$ cat src/rtl/core/aslhvt_pkg.sv
package aslhvt_pkg;

  localparam int TableDepth = 256;
  localparam int IdxW = $clog2(TableDepth);
  localparam int CntW = $clog2(TableDepth + 1);

  localparam logic [63:0] FnvBasis = 64'hcbf29ce484222325;
  localparam logic [63:0] FnvPrime = 64'h00000100000001b3;
  localparam logic [15:0] ChEsc = 16'h001b;
  localparam logic [15:0] ChLbracket = 16'h005b;
  localparam logic [15:0] ChSemi = 16'h003b;
  localparam logic [15:0] ChQuest = 16'h003f;

  localparam logic [1:0] CmdChar = 2'd0;
  localparam logic [1:0] CmdRecord = 2'd1;
  localparam logic [1:0] CmdClear = 2'd2;

  localparam logic [1:0] VerdNone = 2'd0;
  localparam logic [1:0] VerdDanger = 2'd1;
  localparam logic [1:0] VerdTrust = 2'd2;

  localparam logic [1:0] StOk = 2'd0;
  localparam logic [1:0] StFull = 2'd1;
  localparam logic [1:0] StBadVerdict = 2'd2;
  localparam logic [1:0] StNoKey = 2'd3;

  typedef struct packed {
    logic [1:0]  cmd;
    logic [15:0] ch;
    logic        end_of_line;
    logic [1:0]  verdict_in;
  } in_item_t;

  typedef struct packed {
    logic [63:0] line_key;
    logic        found;
    logic [1:0]  verdict_out;
    logic [8:0]  dangerous_total;
    logic [8:0]  trusted_total;
    logic [1:0]  status;
  } out_item_t;

  // Controller to datapath.
  typedef struct packed {
    logic latch;      // capture the input item
    logic fold;       // one byte fold step (xor + multiply)
    logic fold_done;  // close the character: mode update, maybe end line
    logic scan_init;  // start a table scan for the chosen key
    logic scan_step;  // compare one entry
    logic commit;     // apply the command and emit the result
  } dp_cmd_t;

  // Datapath to controller.
  typedef struct packed {
    logic       fold_ch;     // the latched character itself is hashed
    logic       esc_first;   // a pending ESC is hashed before the character
    logic       line_end;    // this character closes the line
    logic       scan_done;   // scan reached the end of the valid entries
    logic [1:0] cmd;
  } dp_stat_t;

endpackage

$ cat src/rtl/core/aslhvt_ctrl.sv
module aslhvt_ctrl (
  input  logic                 clk,
  input  logic                 rst_n,
  input  logic                 start,
  output logic                 busy,
  input  aslhvt_pkg::dp_stat_t stat_i,
  output aslhvt_pkg::dp_cmd_t  cmd_o
);
  import aslhvt_pkg::*;

  typedef enum logic [5:0] {
    SIdle   = 6'b000001,
    SDecode = 6'b000010,
    SFold   = 6'b000100,
    SScan   = 6'b001000,
    SCommit = 6'b010000,
    SDone   = 6'b100000
  } state_t;

  state_t     state_r, state_nxt;
  logic [2:0] fold_cnt_r, fold_cnt_nxt;
  logic [2:0] fold_total;

  // Two bytes for a pending ESC and two for the character when each is hashed.
  assign fold_total = {stat_i.esc_first & stat_i.fold_ch,
                       stat_i.esc_first ^ stat_i.fold_ch, 1'b0};

  always_comb begin
    state_nxt = state_r;
    fold_cnt_nxt = fold_cnt_r;
    cmd_o = '0;
    case (state_r)
      SIdle: begin
        if (start) begin
          cmd_o.latch = 1'b1;
          state_nxt = SDecode;
        end
      end
      SDecode: begin
        case (stat_i.cmd)
          CmdChar: begin
            fold_cnt_nxt = 3'd0;
            state_nxt = SFold;
          end
          CmdRecord, CmdClear: begin
            cmd_o.scan_init = 1'b1;
            state_nxt = SScan;
          end
          default: state_nxt = SIdle;
        endcase
      end
      SFold: begin
        if (fold_cnt_r == fold_total) begin
          cmd_o.fold_done = 1'b1;
          if (stat_i.line_end) begin
            cmd_o.scan_init = 1'b1;
            state_nxt = SScan;
          end else begin
            state_nxt = SIdle;
          end
        end else begin
          cmd_o.fold = 1'b1;
          fold_cnt_nxt = fold_cnt_r + 3'd1;
        end
      end
      SScan: begin
        cmd_o.scan_step = 1'b1;
        if (stat_i.scan_done) state_nxt = SCommit;
      end
      SCommit: begin
        cmd_o.commit = 1'b1;
        state_nxt = SDone;
      end
      SDone: state_nxt = SIdle;
      default: state_nxt = SIdle;
    endcase
  end

  always_ff @(posedge clk) begin
    if (!rst_n) begin
      state_r <= SIdle;
      fold_cnt_r <= '0;
    end else begin
      state_r <= state_nxt;
      fold_cnt_r <= fold_cnt_nxt;
    end
  end

  assign busy = (state_r != SIdle);

  a_onehot: assert property (@(posedge clk) disable iff (!rst_n) $onehot(state_r))
    else $error("state register lost one-hot encoding");
  a_commit_after_scan: assert property (@(posedge clk) disable iff (!rst_n)
    cmd_o.commit |-> $past(state_r == SScan))
    else $error("commit without a finished scan");
  a_fold_bound: assert property (@(posedge clk) disable iff (!rst_n)
    fold_cnt_r <= 3'd4)
    else $error("more than four byte folds for one character");

endmodule

$ cat config.mk
export PLATFORM = sky130hd
export DESIGN_NAME = aslhvt_ctrl
export DESIGN_NICKNAME = d
export VERILOG_FILES = /design/src/rtl/core/aslhvt_pkg.sv /design/src/rtl/core/aslhvt_ctrl.sv
export SDC_FILE = /design/constraint.sdc
export NUM_CORES = 1
export LEC_CHECK = 0
export BUFFER_PORTS_ARGS = -buffer_cell sky130_fd_sc_hd__buf_2
export CAP_MARGIN = 15
export CORE_UTILIZATION = 45
export DETAILED_ROUTE_END_ITERATION = 10
export PLACE_DENSITY = 0.67
export SLEW_MARGIN = 25
export SYNTH_ARGS = -nofsm -noshare
export SYNTH_HDL_FRONTEND = slang
export SYNTH_SLANG_ARGS = --single-unit
$ cat constraint.sdc
create_clock -name clk -period 3.2 [get_ports clk]
set_clock_uncertainty 0.15 [all_clocks]
set_input_delay 0.48 -clock clk [delete_from_list [all_inputs] [get_ports clk]]
set_output_delay 0.48 -clock clk [all_outputs]
set_load 0.01 [all_outputs]
==> flow_metrics.tcl <==
set metrics [dict create \
    startpoint "stat_i[4]" \
    tightest_slew_ns 0.3607 \
    yosys.cell_types.count 34 \
    post-dp-hpwl_um 1113 \
    drive_above_1_share_pct 30.53 \
    drtIter0Drc 9 \
    clockRootBuffer "clkbuf_4" \
    finalCritPeriodShare_pct 78.27 \
    reg2reg_from "state_r[1]" \
    cts_tree "built" \
    end_kind "output port" \
    clk_pin_slew_ns 0.06 \
    mappedNetlistArea_um2 653.1 \
    antenna_found_initial 0 \
    cts_resized 0 \
    grt_pass1_wl_um 2021 \
    yosysSeqAreaShare_pct 27.59 \
    setup_viol 0 \
    synth_edf_count 0 \
    worstPathMaxFanout 2 \
    maxCapViolations 0 \
    post_cts_buffers 0 \
    die_h_um 40.10 \
    routedWlPerCell_um 12.48 \
    nets 110 \
    min_period_ns 2.505 \
    syn-num-nets 92 \
    synth_common_cells "dfxtp_1 (9), inv_1 (8), nor2_1 (8)" \
    syn_to_final_growth_pct 16.86 \
    synth_most_common_cell "dfxtp_1" \
    vias_per_cell 5.409 \
    synth_top_area_share_pct 27.59 \
    synthArstFlopShare_pct 0 \
    drc_errors 0 \
    finalMaxSlewViolations 0 \
    cts_sinks 9 \
    io_buffers 15 \
    yosys-top-cells-area "dfxtp_1 (28%), ha_1 (9.6%), inv_1 (4.6%)" \
    vdd_drop_max_uv 215.1 \
    avgSynthCellArea_um2 8.373 \
    cp-start-kind "primary input" \
    synth_warnings 0 \
    numCtsBuffers 3 \
    synth-seq-cells 9 \
    rows 13 \
    io_pins 16 \
    dieArea_um2 1608 \
    fp.coreArea_um2 1318 \
    wl_um 1373 \
    synthCells 78 \
    gp_congestion 0.8032 \
    status "finished, final reports clean" \
    clockBufferDepth 2 \
    grt_start_max_net_pins 10 \
    overflow 0 \
    antenna_cells 0 \
    p_per_area_nw_per_um2 340.0 \
    clock_latency_ns 0.26 \
    ant_nets 0 \
    h-tree-depth 1 \
    vias 595 \
    hold_viol 0 \
    initial_core_util_pct 49.57 \
    hold_buffers 0 \
    grtUsageTotal_pct 19.65 \
    firstDrtPassIters 4 \
    die_x_um 40.10 \
    synth_flop_cell "dfxtp_1" \
    timing.fmax_mhz 399.3 \
    final.setup.tns_ns 0 \
    holdCritPathClass "in2reg" \
    crit_required_ns 2.57 \
    power_leakage_nw 0.3717 \
    grt_pass1_vias 473 \
    synth.largest_area_cell "dfxtp_1" \
    slew_headroom_pct 75.61 \
    rsz0062_at_grt "false" \
    crit_type "in2out" \
    post-route-util_pct 57.93 \
    worstPathArrival_ns 1.87 \
    min-delay-start "rst_n" \
]
==> logic make-up after synthesis <==
group,synth area share [%]
AO/OA/AOI/OAI,18.20
XOR/XNOR,5.365
adder cells (fa/ha/maj),9.579
buffers and inverters,7.280
flip-flops,27.59
multiplexers,1.724
AND/OR/NAND/NOR,30.27
==> where the power goes <==
part	leakage, nW	switching [W]	internal [W]
Clock	0.0150	0.0000391	0.0000480
Combinational	0.284	0.0000281	0.0000236
Sequential	0.0730	0.00000558	0.000115
Total	0.372	0.0000728	0.000187
==> path summary, 6_finish.rpt <==
| kind | end | slack [ns] | cells after the start |
|---|---|---|---|
| worst max-delay path | cmd_o[2] | 0.70 | 7 |
| worst min-delay path | state_r[0] | 0.30 | 2 |
| worst max register to register | state_r[3] | 1.63 | 4 |
| worst min register to register | fold_cnt_r[1] | 0.34 | 2 |
==> area by class of cell <==
cell class | instances | area (um^2)
clock buffers | 4 | 26.28
fillers | 133 | 554.3
inverters | 10 | 37.54
multi-input cells | 57 | 425.4
flip-flops and latches | 9 | 180.2
well taps | 15 | 18.77
repair buffers | 15 | 75.07
==> placed cells by master, fill, tap and decap left out, types with 2 or more instances in the layout <==
cell / instances
and3_1: 2
inv_2: 2
dfxtp_1: 9
a21oi_1: 3
nand3b_1: 3
nand3_1: 3
xor2_1: 3
nor2_1: 8
nor3_1: 2
clkbuf_4: 3
buf_2: 15
o21ai_0: 2
ha_1: 5
nor2b_1: 3
a211oi_2: 2
inv_1: 8
nand2_1: 3
==> metal layers <==
| metal | vias up | global-route usage (%) | part of all wire, % | wire length (um) |
|---|---|---|---|---|
| li1 | 311 | - | - | - |
| met1 | 258 | 25.59 | 48 | 662 |
| met2 | 24 | 29.03 | 45 | 612 |
| met3 | 2 | 5.556 | 6.2 | 85 |
| met4 | 0 | 10.34 | 0.87 | 12 |
| met5 | - | 0 | 0 | 0 |
==> stage by stage <==
step | std cells | cell area, um^2 | hold WS (ns) | total power (W) | setup slack, ns
finish | 110 | 763.2 | 0.2971 | 0.0002595 | 0.6954
global route | 110 | 763.2 | 0.2984 | 0.0002753 | 0.6392
floorplan | 78 | 653.1 | 0.3145 | 0.0001582 | 0.8890
CTS | 110 | 763.2 | 0.2914 | 0.0002635 | 0.6798
detailed placement | 106 | 737.0 | 0.3351 | 0.0001746 | 0.6899
global placement | 106 | 737.0 | 0.3316 | 0.0001738 | 0.7401
==> sequential cells by signal, summed over array words and instances (netlist names) <==
name,cells
state_r,6
fold_cnt_r,3
==> worst max-delay path, stage by stage <==
cell	delay (ns)
buf_2	0.10
ha_1	0.31
xor2_1	0.17
or3_4	0.40
nor3_4	0.14
a22o_4	0.16
buf_2	0.12
No activity file was read; power rests on OpenSTA's default activity.
